## src/rtl/core/sle_pkg.sv

```systemverilog
// Shared constants and codes for the sequential list engine.
`timescale 1ns / 1ps

package sle_pkg;

   localparam int DATA_W       = 32;
   localparam int DEF_CAPACITY = 128;

   localparam logic [2:0] ACT_INSERT = 3'd0;
   localparam logic [2:0] ACT_DELETE = 3'd1;
   localparam logic [2:0] ACT_LOCATE = 3'd2;
   localparam logic [2:0] ACT_GET    = 3'd3;
   localparam logic [2:0] ACT_CLEAR  = 3'd4;

   localparam logic [2:0] STS_OK        = 3'd0;
   localparam logic [2:0] STS_BAD_POS   = 3'd1;
   localparam logic [2:0] STS_FULL      = 3'd2;
   localparam logic [2:0] STS_EMPTY     = 3'd3;
   localparam logic [2:0] STS_NOT_FOUND = 3'd4;

endpackage

```

## src/rtl/core/sle_ram.sv

```systemverilog
// Generic single-port-write, single-port-read RAM with registered read data.
`timescale 1ns / 1ps

module sle_ram
   import sle_pkg::*;
#(
   parameter int WIDTH = DATA_W,
   parameter int DEPTH = DEF_CAPACITY,
   localparam int AW = (DEPTH > 1) ? $clog2(DEPTH) : 1
) (
   input  logic             clock,
   input  logic             wr_en,
   input  logic [AW-1:0]    wr_addr,
   input  logic [WIDTH-1:0] wr_data,
   input  logic [AW-1:0]    rd_addr,
   output logic [WIDTH-1:0] rd_data
);

   logic [WIDTH-1:0] mem_ff [DEPTH];
   logic [WIDTH-1:0] rd_data_ff;

   always_ff @(posedge clock) begin
      if (wr_en) begin
         mem_ff[wr_addr] <= wr_data;
      end
      rd_data_ff <= mem_ff[rd_addr];
   end

   assign rd_data = rd_data_ff;

endmodule

```

## src/rtl/core/sequential_list_engine_core.sv

```systemverilog
// Top level of the sequential list engine: command sequencer around the entry RAM.
`timescale 1ns / 1ps
// Clear, rejects and unused codes answer straight from idle; get reads one entry; locate
//   reads from the head up to the first hit or the end; insert/delete shift the entries past p.
// One command at a time; busy drops as the result beat is driven, so the next command can
//   be taken at the edge ending that beat.
// Reset clears the length and the sequencer only; RAM entries stay undefined until written.
// The receiver cannot stall: each result beat is on the rsp_ ports for exactly one cycle.

module sequential_list_engine_core
   import sle_pkg::*;
#(
   parameter int CAPACITY = DEF_CAPACITY
) (
   input  logic               clock,
   input  logic               reset,
   input  logic               start,
   output logic               busy,
   input  logic [2:0]         req_action,
   input  logic [7:0]         req_position,
   input  logic signed [31:0] req_value,
   output logic               rsp_valid,
   output logic [2:0]         rsp_status,
   output logic signed [31:0] rsp_element,
   output logic [7:0]         rsp_found_position,
   output logic [7:0]         rsp_list_length,
   output logic               rsp_is_empty
);

   // RAM address width, length width, and a common width for position compares.
   localparam int AW = $clog2(CAPACITY);
   localparam int CW = $clog2(CAPACITY + 1);
   localparam int EW = ((CW > 8) ? CW : 8) + 1;

   typedef enum logic {
      ST_IDLE,
      ST_WALK
   } state_type;

   state_type         state_ff;
   logic [2:0]        act_ff;
   logic [AW-1:0]     pos0_ff;     // zero-based target position
   logic [31:0]       val_ff;
   logic [CW-1:0]     count_ff;
   logic [AW-1:0]     idx_ff;      // next RAM address to read
   logic [CW-1:0]     left_ff;     // reads still to issue
   logic              pend_ff;     // a read is in flight, data shows this cycle
   logic [AW-1:0]     paddr_ff;    // address of the read in flight

   logic              rsp_valid_ff;
   logic [2:0]        rsp_status_ff;
   logic [31:0]       rsp_element_ff;
   logic [7:0]        rsp_found_ff;
   logic [7:0]        rsp_len_ff;
   logic              rsp_empty_ff;

   logic              ram_we;
   logic [AW-1:0]     ram_waddr;
   logic [31:0]       ram_wdata;
   logic [AW-1:0]     ram_raddr;
   logic [31:0]       ram_rdata;

   logic [EW-1:0]     pos_e;
   logic [EW-1:0]     cnt_e;
   logic [EW-1:0]     found_e;
   logic              accept;
   logic              walk_end;

   assign accept   = start && (state_ff == ST_IDLE);
   assign pos_e    = EW'(req_position);
   assign cnt_e    = EW'(count_ff);
   assign found_e  = EW'(paddr_ff) + EW'(1);
   assign walk_end = (left_ff == '0) && !pend_ff;

   function automatic logic [7:0] low8(input logic [CW-1:0] x);
      logic [EW-1:0] w;
      w = EW'(x);
      return w[7:0];
   endfunction

   // RAM port steering: shift writes land in the cycle after their reads are issued.
   always_comb begin
      ram_we    = 1'b0;
      ram_waddr = paddr_ff;
      ram_wdata = ram_rdata;
      ram_raddr = idx_ff;
      if (state_ff == ST_WALK) begin
         if (pend_ff && (act_ff == ACT_INSERT)) begin
            ram_we    = 1'b1;
            ram_waddr = paddr_ff + AW'(1);
         end else if (pend_ff && (act_ff == ACT_DELETE)) begin
            ram_we    = 1'b1;
            ram_waddr = paddr_ff - AW'(1);
         end else if (walk_end && (act_ff == ACT_INSERT)) begin
            // port is free once the last shift write has landed: drop the new value in
            ram_we    = 1'b1;
            ram_waddr = pos0_ff;
            ram_wdata = val_ff;
         end
      end
   end

   sle_ram #(
      .WIDTH (DATA_W),
      .DEPTH (CAPACITY)
   ) u_ram (
      .clock   (clock),
      .wr_en   (ram_we),
      .wr_addr (ram_waddr),
      .wr_data (ram_wdata),
      .rd_addr (ram_raddr),
      .rd_data (ram_rdata)
   );

   always_ff @(posedge clock) begin
      rsp_valid_ff <= 1'b0;
      if (reset) begin
         state_ff <= ST_IDLE;
         count_ff <= '0;
         pend_ff  <= 1'b0;
         left_ff  <= '0;
      end else begin
         case (state_ff)
            ST_IDLE: begin
               if (accept) begin
                  act_ff         <= req_action;
                  pos0_ff        <= AW'(pos_e - EW'(1));
                  val_ff         <= req_value;
                  pend_ff        <= 1'b0;
                  rsp_status_ff  <= STS_OK;
                  rsp_element_ff <= '0;
                  rsp_found_ff   <= '0;
                  rsp_len_ff     <= low8(count_ff);
                  rsp_empty_ff   <= (count_ff == '0);
                  case (req_action)
                     ACT_INSERT: begin
                        if ((pos_e == '0) || (pos_e > cnt_e + EW'(1))) begin
                           rsp_status_ff <= STS_BAD_POS;
                           rsp_valid_ff  <= 1'b1;
                        end else if (cnt_e >= EW'(CAPACITY)) begin
                           rsp_status_ff <= STS_FULL;
                           rsp_valid_ff  <= 1'b1;
                        end else begin
                           idx_ff   <= AW'(cnt_e - EW'(1));
                           left_ff  <= CW'(cnt_e - pos_e + EW'(1));
                           state_ff <= ST_WALK;
                        end
                     end
                     ACT_DELETE: begin
                        if (count_ff == '0) begin
                           rsp_status_ff <= STS_EMPTY;
                           rsp_valid_ff  <= 1'b1;
                        end else if ((pos_e == '0) || (pos_e > cnt_e)) begin
                           rsp_status_ff <= STS_BAD_POS;
                           rsp_valid_ff  <= 1'b1;
                        end else begin
                           idx_ff   <= AW'(pos_e);
                           left_ff  <= CW'(cnt_e - pos_e);
                           state_ff <= ST_WALK;
                        end
                     end
                     ACT_LOCATE: begin
                        if (count_ff == '0) begin
                           rsp_status_ff <= STS_NOT_FOUND;
                           rsp_valid_ff  <= 1'b1;
                        end else begin
                           idx_ff   <= '0;
                           left_ff  <= count_ff;
                           state_ff <= ST_WALK;
                        end
                     end
                     ACT_GET: begin
                        if ((pos_e == '0) || (pos_e > cnt_e)) begin
                           rsp_status_ff <= STS_BAD_POS;
                           rsp_valid_ff  <= 1'b1;
                        end else begin
                           idx_ff   <= AW'(pos_e - EW'(1));
                           left_ff  <= CW'(1);
                           state_ff <= ST_WALK;
                        end
                     end
                     ACT_CLEAR: begin
                        count_ff     <= '0;
                        rsp_len_ff   <= '0;
                        rsp_empty_ff <= 1'b1;
                        rsp_valid_ff <= 1'b1;
                     end
                     default: begin
                        rsp_valid_ff <= 1'b1;
                     end
                  endcase
               end
            end
            ST_WALK: begin
               // issue the next read, or let the pipe drain
               if (left_ff != '0) begin
                  pend_ff  <= 1'b1;
                  paddr_ff <= idx_ff;
                  idx_ff   <= (act_ff == ACT_INSERT) ? idx_ff - AW'(1) : idx_ff + AW'(1);
                  left_ff  <= left_ff - CW'(1);
               end else begin
                  pend_ff <= 1'b0;
               end

               if (pend_ff && (act_ff == ACT_LOCATE) && (ram_rdata == val_ff)) begin
                  // first hit wins: abandon the read still in flight
                  rsp_found_ff <= found_e[7:0];
                  rsp_valid_ff <= 1'b1;
                  pend_ff      <= 1'b0;
                  left_ff      <= '0;
                  state_ff     <= ST_IDLE;
               end else if (pend_ff && (act_ff == ACT_GET)) begin
                  rsp_element_ff <= ram_rdata;
                  rsp_valid_ff   <= 1'b1;
                  pend_ff        <= 1'b0;
                  state_ff       <= ST_IDLE;
               end else if (walk_end) begin
                  rsp_valid_ff <= 1'b1;
                  state_ff     <= ST_IDLE;
                  case (act_ff)
                     ACT_INSERT: begin
                        count_ff     <= count_ff + CW'(1);
                        rsp_len_ff   <= low8(count_ff + CW'(1));
                        rsp_empty_ff <= 1'b0;
                     end
                     ACT_DELETE: begin
                        count_ff     <= count_ff - CW'(1);
                        rsp_len_ff   <= low8(count_ff - CW'(1));
                        rsp_empty_ff <= (count_ff == CW'(1));
                     end
                     default: begin
                        // locate ran off the end of the list
                        rsp_status_ff <= STS_NOT_FOUND;
                     end
                  endcase
               end
            end
            default: begin
               state_ff <= ST_IDLE;
            end
         endcase
      end
   end

   assign busy               = (state_ff != ST_IDLE);
   assign rsp_valid          = rsp_valid_ff;
   assign rsp_status         = rsp_status_ff;
   assign rsp_element        = $signed(rsp_element_ff);
   assign rsp_found_position = rsp_found_ff;
   assign rsp_list_length    = rsp_len_ff;
   assign rsp_is_empty       = rsp_empty_ff;

endmodule

```

## config.mk

```make
export PLATFORM = sky130hd
export DESIGN_NAME = sequential_list_engine_core
export DESIGN_NICKNAME = d
export VERILOG_FILES = /design/src/rtl/core/sle_pkg.sv /design/src/rtl/core/sle_ram.sv /design/src/rtl/core/sequential_list_engine_core.sv
export SDC_FILE = /design/constraint.sdc
export NUM_CORES = 2
export LEC_CHECK = 0
export BUFFER_PORTS_ARGS = -buffer_cell sky130_fd_sc_hd__buf_2
export CAP_MARGIN = 30
export CORE_MARGIN = 2
export CORE_UTILIZATION = 50
export DETAILED_ROUTE_END_ITERATION = 10
export PLACE_DENSITY = 0.72
export SLEW_MARGIN = 20
export SYNTH_ARGS = -nofsm -noshare
export SYNTH_HDL_FRONTEND = slang
export SYNTH_HIERARCHICAL = 1
export SYNTH_SLANG_ARGS = --single-unit
```

## constraint.sdc

```tcl
create_clock -name clock -period 8.5 [get_ports clock]
set_input_delay 1.275 -clock clock [delete_from_list [all_inputs] [get_ports clock]]
set_output_delay 1.275 -clock clock [all_outputs]
set_load 0.005 [all_outputs]
```

## After elaboration in Yosys (flattened, before gate mapping)

Memories as Yosys holds them, arrays and structs flattened. A register that Yosys moved wholly into a read port is not among the register bits.
Cells that the tools add are included.

| storage, ports and cells | value |
|---|---|
| register bits | 127 |
| memories kept | 1 |
| word-level logic and storage cells | 183 |
| memory bits (writable) | 4096 |
| output and inout port bits | 54 |

| cells by class | value |
|---|---|
| bitwise logic cells | 2 |
| equality and inequality tests | 26 |
| magnitude comparators | 3 |
| multiplexer cells | 96 |
| reduce and logical (&&, ||, !) cells | 27 |
| add/subtract/negate cells | 13 |

Memories:

| memory | depth | width | read ports | clocked after Yosys merged registers in | write ports | RTL line | RTL |
|---|---|---|---|---|---|---|---|
| u_ram.mem_ff | 128 | 32 | 1 | 1 | 1 | sle_ram.sv:19 | `logic [WIDTH-1:0] mem_ff [DEPTH];` |

Operator list:

| kind | number |
|---|---|
| two-way mux 32 bit | 7 |
| two-way mux 8 bit | 16 |
| two-way mux 7 bit | 13 |
| case mux 32 bit (2 select lines) | 1 |
| case mux 8 bit (2 select lines) | 4 |
| two-way mux 1 bit | 34 |
| == test 32 bit | 1 |
| case mux 8 bit (4 select lines) | 1 |
| case mux 7 bit (4 select lines) | 1 |
| subtractor 7 x 1 -> 7 bit, second input constant | 4 |
| two-way mux 3 bit | 6 |
| inequality test 3 bit, second input constant | 6 |
| adder 8 x 1 -> 8 bit, second input constant | 2 |
| logical NOT 8 bit | 2 |
| subtractor 8 x 1 -> 8 bit, second input constant | 2 |
| adder 7 x 1 -> 7 bit, second input constant | 2 |
| case mux 7 bit (2 select lines) | 1 |
| == test 3 x 2 -> 1 bit, second input constant | 4 |
| case mux 3 bit (4 select lines) | 1 |
| AND reduction 6 bit | 2 |
| case mux 1 bit (2 select lines) | 5 |
| AND reduction 10 bit | 1 |
| adder 8 x 1 -> 9 bit, second input constant | 1 |
| greater-than comparator 8 x 9 -> 1 bit | 1 |
| other kinds (26) | 49 |

## Logic depth before layout (Yosys ltp)

| depth | value |
|---|---|
| depth after elaboration | 9 |
| mapped depth | 16 |
| mapped depth without buffers | 13 |

## Hierarchy

The synthesis kept the hierarchy.

By module, submodules not included:

| module | area an instance (µm²) | instances | cells each | sequential area each (µm²) |
|---|---|---|---|---|
| sle_ram | 156256.1 | 1 | 5990 | 123638.6 |
| sequential_list_engine_core | 7882.6 | 1 | 742 | 3623.5 |

## Worst setup path after synthesis

Ideal clock, no wire load.

| timing | value |
|---|---|
| path kind | register to register |
| from | reg act_ff[0] |
| to | mem u_ram/mem_ff[78][0] in the netlist's numbering, enable pin |
| setup slack | 2.850 ns |
| clock period less this slack | 5.650 ns |
| stages on the path, launching flop included | 11 |
| setup time | 0.461 ns |
| arrival time | 5.189 ns |
| cells stage by stage | edfxtp_1 nor3_1 nand2_1 o311ai_0 o21ai_0 nand2_1 a31oi_1 o21ai_0 nor2b_1 nand3_1 nor3_1 |

| on the way | value |
|---|---|
| elaborated cells on any way between the ends | 15 |
| those cells by class | eq/ne (1); mux (10); reduce/logical (4) |

RTL lines:

| element | RTL line | RTL |
|---|---|---|
| from (decl) | sequential_list_engine_core.sv:41 | `logic [2:0] act_ff;` |
| from (signal assigned) | sequential_list_engine_core.sv:126 | `act_ff <= req_action;` |
| logical NOT 3 bit | sequential_list_engine_core.sv:88, sequential_list_engine_core.sv:94 |  |
| logical AND 1 bit | sequential_list_engine_core.sv:94 | `end else if (walk_end && (act_ff == ACT_INSERT)) begin` |
| two-way mux 7 bit | sequential_list_engine_core.sv:94 |  |
| two-way mux 7 bit | sequential_list_engine_core.sv:91 | `end else if (pend_ff && (act_ff == ACT_DELETE)) begin` |
| two-way mux 7 bit (*) | sequential_list_engine_core.sv:88 | `if (pend_ff && (act_ff == ACT_INSERT)) begin` |
| two-way mux 7 bit (*) | sequential_list_engine_core.sv:87 | `if (state_ff == ST_WALK) begin` |
| named net ram_waddr[3] | sequential_list_engine_core.sv:58 | `logic [AW-1:0] ram_waddr;` |
| to (decl) | sle_ram.sv:19 |  |

Mark *: on every way through the listed nets, which the timed path passes. The rest lies on a longest branch.

## Worst setup path after layout

| timing | value |
|---|---|
| from | reg act_ff[1] |
| to | mem u_ram/mem_ff[79][1] in the netlist's numbering, enable pin |

The elaborated chain is that of the path after synthesis.

==> metrics.md <==
| Metric | Value |
|---|---|
| TritonRoute pass-1 iters | `6` |
| Synth Net Count | `6,811` |
| Vias per cell | `6.58` |
| Reg2reg start | `act_ff[1]` |
| Number of fillers in the final layout | `22,400` |
| CTS tree | `built` |
| Hold Fails Final Rpt | `0` |
| Ys flop type | `edfxtp_1` |
| Minimum clock period | `5.38 ns` |
| Cells after Synth | `6,732` |
| I/O pin count | `100` |
| Hold Path Stages | `1` |
| Maximum vdd drop | `0.184 mV` |
| GP Congestion | `0.928` |
| DP Worst Slack | `3.22 ns` |
| Hold/Removal Path Class | `input port to register` |
| Remaining Overflow, GRT | `0` |
| All-Layer GR Usage | `0.254` |
| Crit path launch type | `register` |
| Worst-case reg-to-reg path depth | `13` |
| Die Y-Extent | `577 µm` |
| Sequential fraction of the synthesis area | `0.775` |
| Placed cell count | `11,000` |
| Largest net degree at the start of global routing | `139` |
| Cell leakage power | `57.6 nW` |
| Area delta synth->final | `14.1%` |
| Die X-Extent | `577 µm` |
| Latest clock arrival within the worst-skew pair | `1.00 ns` |
| Final Slew Violations | `0` |
| Hold_ws | `0.471 ns` |
| Initial antenna violation count | `39` |
| RSZ-0062 raised after global routing | `no` |
| Post-cts repair resize count | `0` |
| I/O Buffers | `99` |
| Crit path cell chain | `nor2_1 -> and2_1 -> nand2_1 -> o41ai_1 -> o21ai_0 -> nand2_1 -> a31oi_1 -> o21ai_0 -> buf_4 -> nor2b_1 -> nand3_1 -> nor2_4 -> buf_16` |
| Number of enable flip-flop cells after synthesis | `4,204` |
| Slowest library cell on the worst path | `nor2_4` |
| H-tree Lvls | `5` |
| Share of layout cells above drive strength 1 | `0.334` |
| Highest Signal Layer | `met5` |
| Nets@finish | `7,211` |
| Crit path kind | `register to register` |
| Root Driver | `clkbuf_16` |
| Fin worst setup slack | `3.12 ns` |
| CTS sink cnt | `4,255` |
| Initial cell density of the core | `0.502` |
| Post-Syn Area | `164,000 µm²` |
| Clock-pin slew on the worst setup and hold paths | `0.07 ns` |
| Fin cells | `11,800` |
| DR iter-0 viols | `12,900` |
| Met3 WL post-DR | `58,300 µm` |
| Vias in the first global route | `75,500` |
| WL per Instance | `36.1 µm` |
| Core area | `327,000 µm²` |
| Longest Clk Path Bufs | `4` |
| Status | `completed` |
| PwrDens | `240 nW/µm²` |
| Reg-to-reg slack, setup | `3.12 ns` |
| Tightest Pin Transition | `1.08 ns` |
| Syn avg cell area | `24.4 µm²` |
| Remaining DRCs | `0` |
| Synth warn | `6` |
| Num rows | `210` |
| Commonest non-fill, non-tap cell in the layout | `edfxtp_1` |
| FF+latch count, synth | `4,255` |
| Yosys cell types | `70` |
| Worst Setup End Kind | `register` |
| Global-route wire length before repair | `592,000 µm` |
| Hold Path End | `val_ff[28]` |
| M1 wire length | `155,000 µm` |
| Worst endpoint data arrival time | `6.04 ns` |
| Max-slew headroom | `0.279` |
| FFs w/ async S/R, synth | `0` |
| Post-route setup TNS | `0 ns` |
| Req. time, crit path | `9.16 ns` |
| Most frequent cells in the layout | `edfxtp_1, mux4_2, clkbuf_16` |
| CTS Buf Count | `408` |
| Crit Path Max Fanout | `19` |
| Final setup viols | `0` |
| Reg-to-reg critical path endpoint | `u_ram/mem_ff[79][1]` |
| Post-CTS Setup Bufs | `0` |
| Met2 wire len | `195,000 µm` |
| ANT nets after route | `0` |
| Clock Skew | `0.0666 ns` |
| HPWL Detailed | `248,000 µm` |
| Routed vias | `77,900` |
| WL final | `427,000 µm` |
| Die area | `333,000 µm²` |
| Hold Crit Start | `req_value[28]` |
| CP peak stage delay | `0.79 ns` |
| # hold bufs at CTS | `0` |
| MaxCap Viol Count | `0` |
| Fmax | `186 MHz` |
| Period utilization | `0.633` |
synth_stat cells (4+ instances only):
master / instances / area, µm²
and2_1: 38 / 238
or3_1: 7 / 43.8
buf_6: 6 / 67.6
inv_1: 32 / 120
a22oi_1: 4 / 30.0
mux2i_1: 8 / 80.1
a21o_1: 6 / 45.0
nor2_1: 181 / 679
a31oi_1: 7 / 43.8
nand2b_1: 8 / 50.1
mux2_2: 34 / 383
mux4_2: 1344 / 30300
buf_1: 64 / 240
nand4_1: 8 / 50.1
nor4_1: 8 / 50.1
nor3_1: 28 / 140
edfxtp_1: 4204 / 126000
xor2_1: 42 / 368
dfxtp_1: 51 / 1020
ha_1: 31 / 388
buf_2: 75 / 375
a211oi_1: 8 / 60.1
o21ai_0: 27 / 135
clkbuf_1: 206 / 773
xnor2_1: 35 / 307
and3_1: 5 / 31.3
nand2_1: 64 / 240
a221oi_1: 9 / 78.8
o21a_1: 7 / 52.6
a21oi_1: 43 / 215
nand3_1: 29 / 145
nor2b_1: 15 / 93.8
o22ai_1: 12 / 75.1
mux2_4: 30 / 450
stage by stage:
step           total power, mW  utilization  area (µm²)
2_1_floorplan             25.8            -      164000
3_3_place_gp              27.1        0.523      171000
3_5_place_dp              27.2        0.529      173000
4_1_cts                   44.9        0.569      186000
5_1_grt                   45.9        0.573      187000
6_report                  44.9        0.573      187000
critical path: cells and delay by family, from the launching register on:
| family | cells | cell delay (ns) |
|---|---|---|
| buf+inv | 2 | 0.51 |
| simple gates | 7 | 3.12 |
| flops | 1 | 0.42 |
| compound gates | 4 | 1.01 |
per-layer routing:
metal | GRT usage | up-vias
li1 | - | 29900
met1 | 0.366 | 41700
met2 | 0.372 | 5620
met3 | 0.0707 | 681
met4 | 0.100 | 6
met5 | 0 | -
sequential cells by signal (all words and copies together), names as in the netlist:
| signal | cells |
|---|---|
| rsp_list_length | 8 |
| paddr_ff | 7 |
| u_ram/mem_ff | 4096 |
| rsp_is_empty | 1 |
| left_ff | 8 |
| busy | 1 |
| idx_ff | 7 |
| pos0_ff | 7 |
| val_ff | 32 |
| act_ff | 3 |
| rsp_status | 3 |
| rsp_found_position | 8 |
| u_ram/rd_data | 32 |
| rsp_element | 32 |
| pend_ff | 1 |
| count_ff | 8 |
| rsp_valid | 1 |
report_power, final:
part	switching (mW)	leakage, nW	total (mW)	internal [mW]
clock	7.71	6.43	18.0	10.3
combinational	2.20	12.9	3.06	0.862
sequential	0.0911	38.2	23.9	23.8
area by class of cell:
cell class                 count  area (µm²)  area share
timing repair buffer         343        4660      0.0249
sequential                  4255      127000       0.680
inverter                      32         120    0.000641
clock inverter               240        2280      0.0122
multi-input combinational   2092       36600       0.195
clock buffer                 500       10900      0.0580
antenna                       18        45.0    0.000241
tap                         4346        5440      0.0290
kinds of logic (layout without fill, tap and decap cells):
family | count (synthesis) | after routing | share of synthesized area
XOR/XNOR | 77 | 77 | 0.00411
adder cells (fa/ha/maj) | 33 | 33 | 0.00261
other | 0 | 18 | 0
flip-flops | 4255 | 4255 | 0.775
AND/OR/NAND/NOR | 412 | 412 | 0.0120
multiplexers | 1416 | 1416 | 0.190
AO/OA/AOI/OAI | 154 | 154 | 0.00624
buffers and inverters | 385 | 1115 | 0.00970
how the worst max path moves through the flow:
stage,from,end,slack [ns]
final,act_ff[1],u_ram/mem_ff[79][1],3.12
after floorplan,act_ff[0],u_ram/mem_ff[78][0],2.85
after global routing,act_ff[1],u_ram/mem_ff[79][8],2.86
after detailed placement,left_ff[0],u_ram/mem_ff[50][25],3.22
after CTS,left_ff[0],u_ram/mem_ff[50][19],3.18
after global placement,act_ff[1],u_ram/mem_ff[107][20],2.86
No activity file was read; power rests on OpenSTA's default activity.
